===== config.mk =====
export PLATFORM = sky130hd
export DESIGN_NAME = radix_digit_add_multiply
export DESIGN_NICKNAME = d
export VERILOG_FILES = /design/src/sv/rdam_pkg.sv /design/src/sv/rdam_ram.sv /design/src/sv/rdam_mac.sv /design/src/sv/radix_digit_add_multiply.sv
export VERILOG_INCLUDE_DIRS = /design/src /design/src/sv
export SDC_FILE = /design/constraint.sdc
export NUM_CORES = 1
export LEC_CHECK = 0
export BUFFER_PORTS_ARGS = -buffer_cell sky130_fd_sc_hd__buf_4
export CAP_MARGIN = 20
export CORE_MARGIN = 3
export CORE_UTILIZATION = 45
export CTS_BUF_LIST = sky130_fd_sc_hd__clkbuf_4
export CTS_CLUSTER_DIAMETER = 150
export DETAILED_ROUTE_END_ITERATION = 8
export GPL_TIMING_DRIVEN = 0
export PLACE_DENSITY = 0.63
export SYNTH_ARGS = -nofsm -noshare
export SYNTH_HDL_FRONTEND = slang
export SYNTH_HIERARCHICAL = 1
export SYNTH_SLANG_ARGS = --single-unit

===== constraint.sdc =====
create_clock -name clk -period 10.6 [get_ports clk]
set_input_delay 1.06 -clock clk [delete_from_list [all_inputs] [get_ports clk]]
set_output_delay 1.06 -clock clk [all_outputs]
set_load 0.02 [all_outputs]

===== src/sv/radix_digit_add_multiply_defines.svh =====
// Assertion macros shared by the radix digit adder and multiplier.
// Defining SYNTH turns every macro into an empty body.
`ifndef RADIX_DIGIT_ADD_MULTIPLY_DEFINES_SVH
`define RADIX_DIGIT_ADD_MULTIPLY_DEFINES_SVH
`ifndef SYNTH
`define RDAM_ASSERT(label, clk, rst_n, expr) \
	label: assert property (@(posedge clk) disable iff (!rst_n) (expr)) \
		else $error("rdam: assertion failed");
`define RDAM_ASSERT_IMPL(label, clk, rst_n, ante, cons) \
	label: assert property (@(posedge clk) disable iff (!rst_n) (ante) |-> (cons)) \
		else $error("rdam: implication failed");
`define RDAM_ASSERT_NEXT(label, clk, rst_n, ante, cons) \
	label: assert property (@(posedge clk) disable iff (!rst_n) (ante) |=> (cons)) \
		else $error("rdam: next-cycle check failed");
`else
`define RDAM_ASSERT(label, clk, rst_n, expr)
`define RDAM_ASSERT_IMPL(label, clk, rst_n, ante, cons)
`define RDAM_ASSERT_NEXT(label, clk, rst_n, ante, cons)
`endif
`endif


===== src/sv/rdam_pkg.sv =====
// Types, codes and the digit divide helper for the radix digit adder and multiplier.
// No dependencies.
package rdam_pkg;

	localparam logic       OP_ADD       = 1'b0;
	localparam logic       OP_MUL       = 1'b1;
	localparam logic [1:0] ERR_NONE     = 2'd0;
	localparam logic [1:0] ERR_TOO_LONG = 2'd1;
	localparam logic [1:0] ERR_DIGIT    = 2'd2;
	localparam logic [4:0] RADIX_MIN    = 5'd2;
	localparam logic [4:0] RADIX_MAX    = 5'd16;
	localparam logic [4:0] RADIX_RESET  = 5'd10;

	typedef struct packed {
		logic       opcode;
		logic [3:0] digit_a;
		logic [3:0] digit_b;
		logic       final_digit;
	} operand_t;

	typedef struct packed {
		logic [3:0] result_digit;
		logic       last_of_run;
		logic [1:0] error_code;
	} result_t;

	typedef struct packed {
		logic load;
		logic mul;
		logic use_acc;
	} mac_ctrl_t;

	typedef struct packed {
		logic [3:0] quot;
		logic [3:0] rem;
	} divmod_t;

	// Restoring division of a column total by the radix. The total is always
	// below sixteen times the radix, so four quotient bits suffice.
	function automatic divmod_t digit_divmod(input logic [7:0] t, input logic [4:0] r);
		logic [8:0] part;
		logic [8:0] d;
		divmod_t    res;
		part = {1'b0, t};
		res  = '0;
		for (int k = 3; k >= 0; k--) begin
			d = {4'b0, r} << k;
			if (part >= d) begin
				part       = part - d;
				res.quot[k] = 1'b1;
			end
		end
		res.rem = part[3:0];
		return res;
	endfunction

endpackage


===== src/sv/rdam_ram.sv =====
// Generic single-port-write, single-port-read RAM with a registered read.
// No dependencies.
module rdam_ram #(
	parameter int WIDTH = 4,
	parameter int DEPTH = 32
) (
	input  logic                     clk,
	input  logic                     we,
	input  logic [$clog2(DEPTH)-1:0] waddr,
	input  logic [WIDTH-1:0]         wdata,
	input  logic [$clog2(DEPTH)-1:0] raddr,
	output logic [WIDTH-1:0]         rdata
);

	logic [WIDTH-1:0] mem [DEPTH];
	logic [WIDTH-1:0] rdata_q;

	always_ff @(posedge clk) begin
		if (we) begin
			mem[waddr] <= wdata;
		end
		rdata_q <= mem[raddr];
	end

	assign rdata = rdata_q;

endmodule


===== src/sv/rdam_mac.sv =====
// Digit add or multiply-accumulate stage followed by the divide by the radix.
// Depends on rdam_pkg.
module rdam_mac
	import rdam_pkg::*;
(
	input  logic       clk,
	input  mac_ctrl_t  ctrl,
	input  logic [3:0] a,
	input  logic [3:0] b,
	input  logic [3:0] acc,
	input  logic [3:0] carry,
	input  logic [4:0] radix,
	output logic [3:0] quot,
	output logic [3:0] rem
);

	logic [7:0] term;
	logic [7:0] acc_ext;
	logic [7:0] t_s1;
	divmod_t    dm;

	assign term    = ctrl.mul ? ({4'b0, a} * {4'b0, b}) : ({4'b0, a} + {4'b0, b});
	assign acc_ext = ctrl.use_acc ? {4'b0, acc} : 8'd0;

	always_ff @(posedge clk) begin
		if (ctrl.load) begin
			t_s1 <= acc_ext + term + {4'b0, carry};
		end
	end

	assign dm   = digit_divmod(t_s1, radix);
	assign quot = dm.quot;
	assign rem  = dm.rem;

endmodule


===== src/sv/radix_digit_add_multiply.sv =====
// Multi-digit adder and schoolbook multiplier in a radix from 2 to 16. Digit pairs load at one
// word per cycle, least significant first; the word with final_digit set starts the run and
// holds off further operand words until the last result word is taken. Every digit step is a
// read, add or multiply-accumulate, and divide-and-write pass over the result memory: an add
// makes n passes and a multiply n*n for n loaded digits, each row ending in a carry write.
// Emitting reads and checks every result digit; suppressed leading zeros are read, not sent.
// An error gives one word, valid in the cycle after the final operand word is taken.
`include "radix_digit_add_multiply_defines.svh"
module radix_digit_add_multiply
	import rdam_pkg::*;
#(
	parameter int MAX_DIGITS = 32
) (
	input  logic     clk,
	input  logic     arst_n,
	input  logic     cfg_valid,
	output logic     cfg_ready,
	input  logic [4:0] cfg_data,
	input  logic     operand_valid,
	output logic     operand_stall,
	input  operand_t operand,
	output logic     result_valid,
	input  logic     result_stall,
	output result_t  result
);

	localparam int IDX_W = $clog2(MAX_DIGITS);
	localparam int CNT_W = $clog2(MAX_DIGITS + 1);
	localparam int RES_DEPTH = 2 * MAX_DIGITS;
	localparam int RW = $clog2(RES_DEPTH);
	localparam logic [CNT_W-1:0] MAX_CNT = CNT_W'(MAX_DIGITS);

	typedef enum logic [2:0] {
		S_LOAD,
		S_RD,
		S_MAC,
		S_DIV,
		S_CARRY,
		S_SCAN_RD,
		S_SCAN_CHK,
		S_EMIT
	} state_t;

	state_t           state_q;
	logic [4:0]       radix_q;
	logic [CNT_W-1:0] count_q;
	logic [CNT_W-1:0] n_q;
	logic [1:0]       err_q;
	logic [3:0]       dmax_q;
	logic             op_q;
	logic [IDX_W-1:0] i_q;
	logic [IDX_W-1:0] j_q;
	logic [3:0]       carry_q;
	logic [RW-1:0]    p_q;
	logic             lead_q;
	result_t          out_q;
	logic             out_valid_q;

	logic [4:0]       r_eff;
	logic             accept;
	logic             store;
	logic             item_bad;
	logic [3:0]       dmax_ab;
	logic [3:0]       dmax_item;
	logic [1:0]       err_item;
	logic [1:0]       err_final;
	logic [CNT_W-1:0] count_next;
	logic [IDX_W-1:0] n_m1;
	logic [RW-1:0]    ij_addr;
	logic [RW-1:0]    top_addr;

	logic [3:0]       a_rdata;
	logic [3:0]       b_rdata;
	logic [3:0]       r_rdata;
	logic             r_we;
	logic [RW-1:0]    r_waddr;
	logic [3:0]       r_wdata;
	logic [RW-1:0]    r_raddr;
	mac_ctrl_t        mac_ctrl;
	logic [3:0]       quot;
	logic [3:0]       rem;

	assign r_eff = (radix_q < RADIX_MIN) ? RADIX_MIN :
		(radix_q > RADIX_MAX) ? RADIX_MAX : radix_q;

	assign cfg_ready     = 1'b1;
	assign operand_stall = (state_q != S_LOAD);
	assign accept        = operand_valid && !operand_stall;
	assign result_valid  = out_valid_q;
	assign result        = out_q;

	assign store      = (count_q < MAX_CNT);
	assign item_bad   = ({1'b0, operand.digit_a} >= r_eff) || ({1'b0, operand.digit_b} >= r_eff);
	assign dmax_ab    = (operand.digit_a > operand.digit_b) ? operand.digit_a : operand.digit_b;
	assign dmax_item  = (store && dmax_ab > dmax_q) ? dmax_ab : dmax_q;
	assign err_item   = (err_q != ERR_NONE) ? err_q :
		!store ? ERR_TOO_LONG : item_bad ? ERR_DIGIT : ERR_NONE;
	assign err_final  = (err_item != ERR_NONE) ? err_item :
		({1'b0, dmax_item} >= r_eff) ? ERR_DIGIT : ERR_NONE;
	assign count_next = store ? count_q + CNT_W'(1) : count_q;

	assign n_m1     = IDX_W'(n_q - CNT_W'(1));
	assign ij_addr  = RW'(i_q) + RW'(j_q);
	assign top_addr = op_q ? (RW'(n_q) << 1) - RW'(1) : RW'(n_q);

	assign r_we    = (state_q == S_DIV) || (state_q == S_CARRY);
	assign r_waddr = (state_q == S_CARRY) ? RW'(j_q) + RW'(n_q) : ij_addr;
	assign r_wdata = (state_q == S_CARRY) ? carry_q : rem;
	assign r_raddr = (state_q == S_SCAN_RD) ? p_q : ij_addr;

	assign mac_ctrl.load    = (state_q == S_MAC);
	assign mac_ctrl.mul     = op_q;
	assign mac_ctrl.use_acc = op_q && (j_q != '0);

	rdam_ram #(.WIDTH(4), .DEPTH(MAX_DIGITS)) u_mem_a (
		.clk   (clk),
		.we    (accept && store),
		.waddr (count_q[IDX_W-1:0]),
		.wdata (operand.digit_a),
		.raddr (i_q),
		.rdata (a_rdata)
	);

	rdam_ram #(.WIDTH(4), .DEPTH(MAX_DIGITS)) u_mem_b (
		.clk   (clk),
		.we    (accept && store),
		.waddr (count_q[IDX_W-1:0]),
		.wdata (operand.digit_b),
		.raddr (op_q ? j_q : i_q),
		.rdata (b_rdata)
	);

	rdam_ram #(.WIDTH(4), .DEPTH(RES_DEPTH)) u_mem_r (
		.clk   (clk),
		.we    (r_we),
		.waddr (r_waddr),
		.wdata (r_wdata),
		.raddr (r_raddr),
		.rdata (r_rdata)
	);

	rdam_mac u_mac (
		.clk   (clk),
		.ctrl  (mac_ctrl),
		.a     (a_rdata),
		.b     (b_rdata),
		.acc   (r_rdata),
		.carry (carry_q),
		.radix (r_eff),
		.quot  (quot),
		.rem   (rem)
	);

	always_ff @(posedge clk or negedge arst_n) begin
		if (!arst_n) begin
			state_q     <= S_LOAD;
			radix_q     <= RADIX_RESET;
			count_q     <= '0;
			n_q         <= '0;
			err_q       <= ERR_NONE;
			dmax_q      <= '0;
			op_q        <= OP_ADD;
			i_q         <= '0;
			j_q         <= '0;
			carry_q     <= '0;
			p_q         <= '0;
			lead_q      <= 1'b0;
			out_q       <= '0;
			out_valid_q <= 1'b0;
		end else begin
			if (cfg_valid && cfg_ready) begin
				radix_q <= cfg_data;
			end
			unique case (state_q)
				S_LOAD: begin
					if (accept) begin
						if (!operand.final_digit) begin
							count_q <= count_next;
							err_q   <= err_item;
							dmax_q  <= dmax_item;
						end else begin
							count_q <= '0;
							err_q   <= ERR_NONE;
							dmax_q  <= '0;
							n_q     <= count_next;
							if (err_final != ERR_NONE) begin
								out_q.result_digit <= 4'd0;
								out_q.last_of_run  <= 1'b1;
								out_q.error_code   <= err_final;
								out_valid_q        <= 1'b1;
								state_q            <= S_EMIT;
							end else begin
								op_q    <= operand.opcode;
								i_q     <= '0;
								j_q     <= '0;
								carry_q <= '0;
								state_q <= S_RD;
							end
						end
					end
				end
				S_RD: begin
					state_q <= S_MAC;
				end
				S_MAC: begin
					state_q <= S_DIV;
				end
				S_DIV: begin
					carry_q <= quot;
					if (i_q == n_m1) begin
						state_q <= S_CARRY;
					end else begin
						i_q     <= i_q + IDX_W'(1);
						state_q <= S_RD;
					end
				end
				S_CARRY: begin
					carry_q <= '0;
					i_q     <= '0;
					if (op_q == OP_ADD || j_q == n_m1) begin
						p_q     <= top_addr;
						lead_q  <= 1'b1;
						state_q <= S_SCAN_RD;
					end else begin
						j_q     <= j_q + IDX_W'(1);
						state_q <= S_RD;
					end
				end
				S_SCAN_RD: begin
					state_q <= S_SCAN_CHK;
				end
				S_SCAN_CHK: begin
					if (lead_q && r_rdata == 4'd0 && p_q != '0) begin
						p_q     <= p_q - RW'(1);
						state_q <= S_SCAN_RD;
					end else begin
						out_q.result_digit <= r_rdata;
						out_q.last_of_run  <= (p_q == '0);
						out_q.error_code   <= ERR_NONE;
						out_valid_q        <= 1'b1;
						lead_q             <= 1'b0;
						state_q            <= S_EMIT;
					end
				end
				S_EMIT: begin
					if (!result_stall) begin
						out_valid_q <= 1'b0;
						if (out_q.last_of_run) begin
							state_q <= S_LOAD;
						end else begin
							p_q     <= p_q - RW'(1);
							state_q <= S_SCAN_RD;
						end
					end
				end
				default: begin
					state_q <= S_LOAD;
				end
			endcase
		end
	end

	`RDAM_ASSERT(a_no_load_while_out, clk, arst_n, !(out_valid_q && state_q == S_LOAD))
	`RDAM_ASSERT(a_count_bound, clk, arst_n, count_q <= MAX_CNT)
	`RDAM_ASSERT_IMPL(a_err_word, clk, arst_n, out_valid_q && out_q.error_code != ERR_NONE, out_q.result_digit == 4'd0 && out_q.last_of_run)
	`RDAM_ASSERT_NEXT(a_back_to_load, clk, arst_n, out_valid_q && !result_stall && out_q.last_of_run, state_q == S_LOAD)
	`RDAM_ASSERT_IMPL(a_col_bound, clk, arst_n, state_q == S_DIV, i_q <= n_m1 && j_q <= n_m1)

endmodule


==> metrics.md, run 1 <==
| Metric | Value |
|---|---|
| Worst-Skew Late Latency | 0.95 ns |
| Reg2reg path depth | 33 |
| Largest area contributor in the synthesized netlist | edfxtp_1 |
| CP Data Required Time | 11.24 ns |
| Slowest cell delay on critical path | 0.52 ns |
| Yosys top cell area share | 56.80% |
| Overflow after GRT | 0 |
| Post-route cell area | 0.03074 mm² |
| Peak Freq | 104.2 MHz |
| 1st-pass router iterations | 5 |
| Worst R2R Setup Slack | 1.00 ns |
| R2r endpoint | u_mem_r/mem[20][1]$_DFFE_PP_ |
| Synth Instances | 1770 |
| P&R area growth vs syn | 11.81% |
| Clock H-tree levels | 4 |
| Tightest Pin Transition | 0.9801 ns |
| Die extent in x | 253.2 µm |
| Layout cells sized above 1 | 24.35% |
| Netlist Area Pre-Place | 0.02749 mm² |
| CP arrival | 10.24 ns |
| Via count | 16329 |
| Unrepaired setup endpoints after global routing | false |
| Setup ws final | 1.002 ns |
| Final-layout fill cell count | 4954 |
| YS warnings | 6 |
| Tmin final | 9.598 ns |
| Total track usage | 20.11% |
| Initial core utilization | 46.05% |
| Area contributors post-synth | edfxtp_1 57%, mux4_2 10%, dfrtp_1 4.9% |
| Cell Rows | 89 |
| DP Cell Count | 2575 |
| CTS tree | built |
| Synth async-reset ratio | 9.524% |
| Clock root buffer | clkbuf_4 |
| Slowest-stage cell, CP | dfrtp_1 |
| Setup violators final | 0 |
| Seq/Total Area, Yosys | 62.79% |
| Detailed placement HPWL | 42640 µm |
| Post-route insts no fill | 2838 |
| Nets@finish | 2071 |
| Worst Hold Class | in -> async |
| Most common cell in the netlist | edfxtp_1 |
| Max_slew headroom | 34.66% |
| Area after DPL | 0.02878 mm² |
| Setup WS pre-CTS | 0.4728 ns |
| Core area | 0.05969 mm² |
| Max Cap Viol | 0 |
| Num CTS Buffers | 152 |
| Crit path buffers/inverters | 4 |
| CP Launch Type | flip-flop |
| Worst r2r src | radix_q[4]$_DFFE_PN0P_ |
| Die ar. | 0.06409 mm² |
| # port buffers | 28 |
| I/O pins | 30 |
| Clock Tree Buf Depth | 3 |
| Crit path max-delay family | simple AND/OR/NAND/NOR gates |
| DRC | 0 |
| Chip Height | 253.2 µm |
| Syn Nets | 1883 |
| Remaining antenna violation count | 0 |
| Final TNS setup | 0 ns |
| Initial antenna violation count | 1 |
| Unique masters post-synth | 91 |
| Post-synth EDFFs | 520 |
| Most frequent cells after synthesis | 520 x edfxtp_1, 189 x nor2_1, 126 x mux4_2, 88 x nand2_1, 83 x inv_1 |
| RD Place Congestion | 0.8267 |
| Syn_area_per_cell | 15.53 µm² |
| DRT iter0 DRCs | 1347 |
| Status | finished, final reports clean |
| Max Fanout on Critical Path | 33 |
| Clk slew on worst S/H paths | 0.07 ns |
| WL/cell | 21.99 µm |
| Ys flop type | edfxtp_1 |
| Post-synthesis register bit count | 588 |
| Crit. End Element | flip-flop |
| Clk_skew | 0.06077 ns |
| Vias per cell | 5.754 |
| Hold Fails Final Rpt | 0 |
| Largest net degree at the start of global routing | 57 |
| Clock sink count | 588 |
| Routed wire length | 62400 µm |
| Global-route wire length before repair | 97390 µm |
| Slew Limit Fails | 0 |
| Vias in the first global route | 16799 |
| Tcrit/Tclk final | 90.55% |
| Critical path type | reg -> reg |
-- worst max path at each step --
stage | slack, ns | from | to | cells past startpoint
floorplan | 2.06 | radix_q[3]$_DFFE_PN1P_ | u_mem_r/mem[0][1]$_DFFE_PP_ | 34
global placement | -0.71 | radix_q[4]$_DFFE_PN0P_ | u_mem_r/mem[12][1]$_DFFE_PP_ | 34
detailed placement | 0.47 | radix_q[4]$_DFFE_PN0P_ | u_mem_r/mem[13][1]$_DFFE_PP_ | 34
CTS | 0.42 | radix_q[4]$_DFFE_PN0P_ | u_mem_r/mem[20][1]$_DFFE_PP_ | 34
global route | 0.10 | radix_q[4]$_DFFE_PN0P_ | u_mem_r/mem[20][1]$_DFFE_PP_ | 35
finish | 1.00 | radix_q[4]$_DFFE_PN0P_ | u_mem_r/mem[20][1]$_DFFE_PP_ | 33
-- layer usage --
metal / track usage (%) / part of all wire (%) / up-vias
met1: 27.43 / 43 / 8265
met2: 32.14 / 48 / 601
li1: - / - / 7363
met4: 6.558 / 2.4 / 0
met5: 0 / 0 / -
met3: 4.776 / 6.3 / 100
-- cell type report --
| cell class | count | area [µm²] | area share (%) |
|---|---|---|---|
| well taps | 773 | 967.2 | 3.147 |
| diodes | 3 | 7.507 | 0.02443 |
| clock inverters | 43 | 290.3 | 0.9444 |
| clock buffers | 215 | 1614 | 5.251 |
| plain buffers | 70 | 440.4 | 1.433 |
| inverters | 85 | 319.1 | 1.038 |
| flip-flops and latches | 588 | 17260 | 56.15 |
| repair buffers | 35 | 332.8 | 1.083 |
| multi-input cells | 1026 | 9505 | 30.93 |
-- worst register-to-register path, delay by kind of cell, from the launching register on --
family / cells / cell delay [ns]
buf+inv: 4 / 0.80
mux: 3 / 1.14
fa+ha+maj: 4 / 1.36
simple gates: 13 / 3.06
flops: 1 / 0.52
compound gates: 9 / 2.43
-- cells by family (layout without fill, tap and decap cells) --
family | after synthesis | in the layout | synth area share (%)
simple gates | 456 | 456 | 8.143
fa+ha+maj | 93 | 93 | 4.670
xor+xnor | 46 | 46 | 1.666
buf+inv | 156 | 448 | 2.777
other cells | 1 | 4 | 0.01364
compound gates | 234 | 234 | 5.817
flops | 588 | 588 | 62.79
mux | 196 | 196 | 14.13
-- layout by cell type, fill, tap and decap left out, drive strengths merged, types with 9 or more instances in the layout --
cell type  instances
buf               79
nor2b             18
or3               11
nand3             36
inv               88
mux2i             22
xor2              18
a31oi              9
a21oi             51
dfrtp             54
and2              12
a21o              16
nand3b            16
clkinv            35
mux4             145
xnor2             24
clkbuf           241
o21ai             54
o211ai             9
nand2             88
mux2              29
fa                16
edfxtp           520
nor3              21
nor2             189
dfxtp             12
nand2b            23
ha                77
a22oi             12
-- what timing repair did --
| item | 4_1_cts | 5_1_grt |
|---|---|---|
| resized for setup | 0 | 5 |
| endpoints found under the setup margin | 0 | 238 |
| setup buffers | 0 | 2 |
| hold buffers | 0 | 0 |
-- metrics by stage --
stage               hold WS [ns]  utilization (%)
CTS                      0.08832            51.42
detailed placement        0.4573            48.22
floorplan                 0.4415                -
global placement          0.4564            48.03
finish                    0.1806            51.49
global route              0.1445            51.49
-- flip-flops by register name, indices dropped and copies added (netlist names), 2 cells and up --
signal / cells
u_mem_r/mem: 256
u_mem_a/mem: 128
u_mem_b/mem: 128
u_mac/t_s1: 8
result: 7
count_q: 6
n_q: 6
p_q: 6
i_q: 5
j_q: 5
radix_q: 5
carry_q: 4
dmax_q: 4
u_mem_a/rdata: 4
u_mem_b/rdata: 4
u_mem_r/rdata: 4
state_q: 3
err_q: 2
Power of run 1 is left out: the tool's default activity adds up to more than one toggle a clock period on the data nets, which glitch-free logic cannot reach.
==> inputs of run 2 (changes only) <==
- CORE_MARGIN: 3 -> unset
- GPL_TIMING_DRIVEN: 0 -> unset
==> run 2 against run 1 <==
Final cell count fell by 1.7%. Final area fell by 1.1%. Worst hold slack got worse by 0.013 ns. Setup slack improved by 0.030 ns. Clock skew rose by 0.024 ns. Clock-buffer cell count fell by 3. Global-route usage rose by 0.052 points. Core utilization fell by 1.2 points. Die area fell by 3.1%.
==> metrics.md, run 2 (synthesis gave the netlist of run 1 again) <==
| Metric | Value |
|---|---|
| Status | finished, final reports clean |
| Global-route wire length before repair | 95150 µm (-2.3%) |
| DP Cell Count | 2522 (-2.1%) |
| Top Registers | u_mem_r/mem x256, u_mem_a/mem x128, u_mem_b/mem x128 |
| P&R area growth vs syn | 10.54% |
| # port buffers | 28 (unchanged) |
| Worst R2R Setup Slack | 1.03 ns (+0.03 ns) |
| Clk slew on worst S/H paths | 0.07 ns (about the same) |
| Max_slew headroom | 28.77% (-5.9 points) |
| CP Data Required Time | 11.23 ns (about the same) |
| Cell Rows | 90 (+1.1%) |
| Total track usage | 20.16% (+0.052 points) |
| Most frequent cells in the layout | 520 x edfxtp_1, 212 x clkbuf_4, 189 x nor2_1, 126 x mux4_2, 84 x nand2_1 |
| Detailed placement HPWL | 39860 µm (-6.5%) |
| Remaining antenna violation count | 0 (unchanged) |
| Clock root buffer | clkbuf_4 |
| # Post-CTS Setup Buffers | 0 (unchanged) |
| Final-layout fill cell count | 5122 (+3.4%) |
| Clock sink count | 588 (unchanged) |
| Reg2reg path depth | 34 (+3.0%) |
| Slowest-stage cell, CP | dfstp_2 |
| Slew Limit Fails | 0 (unchanged) |
| Tmin final | 9.568 ns (-0.03011 ns) |
| Initial core utilization | 45.54% (-0.51 points) |
| WL/cell | 21.78 µm (-0.93%) |
| DRC | 0 (unchanged) |
| Vias per cell | 5.687 (-1.2%) |
| Num CTS Buffers | 153 (+0.66%) |
| Initial antenna violation count | 2 (+1) |
| Overflow after GRT | 0 (unchanged) |
| Setup crit end | u_mem_r/mem[55][1]$_DFFE_PP_ |
| Die ar. | 0.06208 mm² (-3.1%) |
| Hold Fails Final Rpt | 0 (unchanged) |
| Layout cells sized above 1 | 23.65% (-0.69 points) |
| Cts hold-fix bufs | 0 (unchanged) |
| Clk_skew | 0.08523 ns (+0.02447 ns) |
| I/O pins | 30 (unchanged) |
| Clock H-tree levels | 4 (unchanged) |
| Slowest cell delay on critical path | 0.54 ns (+0.02 ns) |
| Worst-Skew Late Latency | 0.98 ns (+0.03 ns) |
| Most common cell after layout, fill and taps aside | edfxtp_1 |
| Peak Freq | 104.5 MHz (+0.31%) |
| CTS tree | built |
| Tightest Pin Transition | 1.057 ns (+0.07728 ns) |
| CP Launch Type | flip-flop |
| 1st-pass router iterations | 5 (unchanged) |
| R2r endpoint | u_mem_r/mem[55][1]$_DFFE_PP_ |
| Critical path type | reg -> reg |
| Largest net degree at the start of global routing | 65 (+14%) |
| Clock Tree Buf Depth | 3 (unchanged) |
| Max Cap Viol | 0 (unchanged) |
| Unrepaired setup endpoints after global routing | false |
| Worst r2r src | radix_q[1]$_DFFE_PN1P_ |
| Post-CTS Resized | 0 (unchanged) |
| Core area | 0.06036 mm² (+1.1%) |
| Most flops, register | u_mem_r/mem |
| Max FFs per register | 256 (unchanged) |
| CP arrival | 10.20 ns (-0.04 ns) |
| DRT iter0 DRCs | 1137 (-16%) |
| Via count | 15867 (-2.8%) |
| Post-route insts no fill | 2790 (-1.7%) |
| Tcrit/Tclk final | 90.26% (-0.28 points) |
| Worst Hold Class | in -> async |
| Setup crit start | radix_q[1]$_DFFE_PN1P_ |
| Crit. End Element | flip-flop |
| RD Place Congestion | 0.8176 (-1.1%) |
| Setup violators final | 0 (unchanged) |
| Die extent in x | 249.2 µm (-1.6%) |
| Final TNS setup | 0 ns (unchanged) |
| Chip Height | 249.2 µm (-1.6%) |
| Nets@finish | 2013 (-2.8%) |
| Routed wire length | 60780 µm (-2.6%) |
| Max Fanout on Critical Path | 35 (+6.1%) |
| Vias in the first global route | 16624 (-1.0%) |
[run 2: stage by stage]
| stage | hold slack, ns | setup slack (ns) | util (%) | area [µm²] |
|---|---|---|---|---|
| after floorplan | 0.4415 | 2.061 | - | 27490 |
| after global placement | 0.4553 | 1.161 | 47.01 | 28370 |
| after detailed placement | 0.4572 | 0.9147 | 47.02 | 28380 |
| after CTS | 0.08158 | 0.8051 | 50.19 | 30290 |
| after global routing | 0.1467 | 0.2703 | 50.34 | 30380 |
| final | 0.1673 | 1.032 | 50.34 | 30390 |
[run 2: how the worst min path moves through the flow]
stage / endpoint / cells past startpoint / startpoint / slack (ns)
2_1_floorplan: lead_q$_DFFE_PN0P_ / 1 / lead_q$_DFFE_PN0P_ / 0.44
3_3_place_gp: lead_q$_DFFE_PN0P_ / 1 / lead_q$_DFFE_PN0P_ / 0.46
3_5_place_dp: lead_q$_DFFE_PN0P_ / 1 / lead_q$_DFFE_PN0P_ / 0.46
4_1_cts: err_q[0]$_DFFE_PN0P_ / 1 / arst_n / 0.08
5_1_grt: err_q[0]$_DFFE_PN0P_ / 1 / arst_n / 0.15
6_report: err_q[0]$_DFFE_PN0P_ / 1 / arst_n / 0.17
[run 2: cell type report]
cell class	instances	area [µm²]	share of cell area, %
flip-flops and latches	588	17260	56.80
multi-input cells	1026	9514	31.31
repair buffers	46	392.9	1.293
diodes	4	10.01	0.03294
inverters	85	319.1	1.050
clock buffers	212	1592	5.238
well taps	782	978.4	3.220
clock inverters	47	320.3	1.054
[run 2: per-layer routing]
metal | vias up | GRT usage, % | part of all wire [%]
met1 | 8011 | 26.27 | 43
met3 | 106 | 4.869 | 6.1
met4 | 0 | 8.183 | 2.7
met5 | - | 0 | 0
met2 | 501 | 32.55 | 49
li1 | 7249 | - | -
[run 2: worst max-delay path, delay by kind of cell, from the launching register on]
kind                     cells  cell delay [ns]
AND/OR/NAND/NOR             14             3.01
AO/OA/AOI/OAI                9             2.33
adder cells (fa/ha/maj)      4             1.36
multiplexers                 3             1.13
buffers and inverters        4             0.84
flip-flops                   1             0.54
Power of run 2 is left out for the same reason.
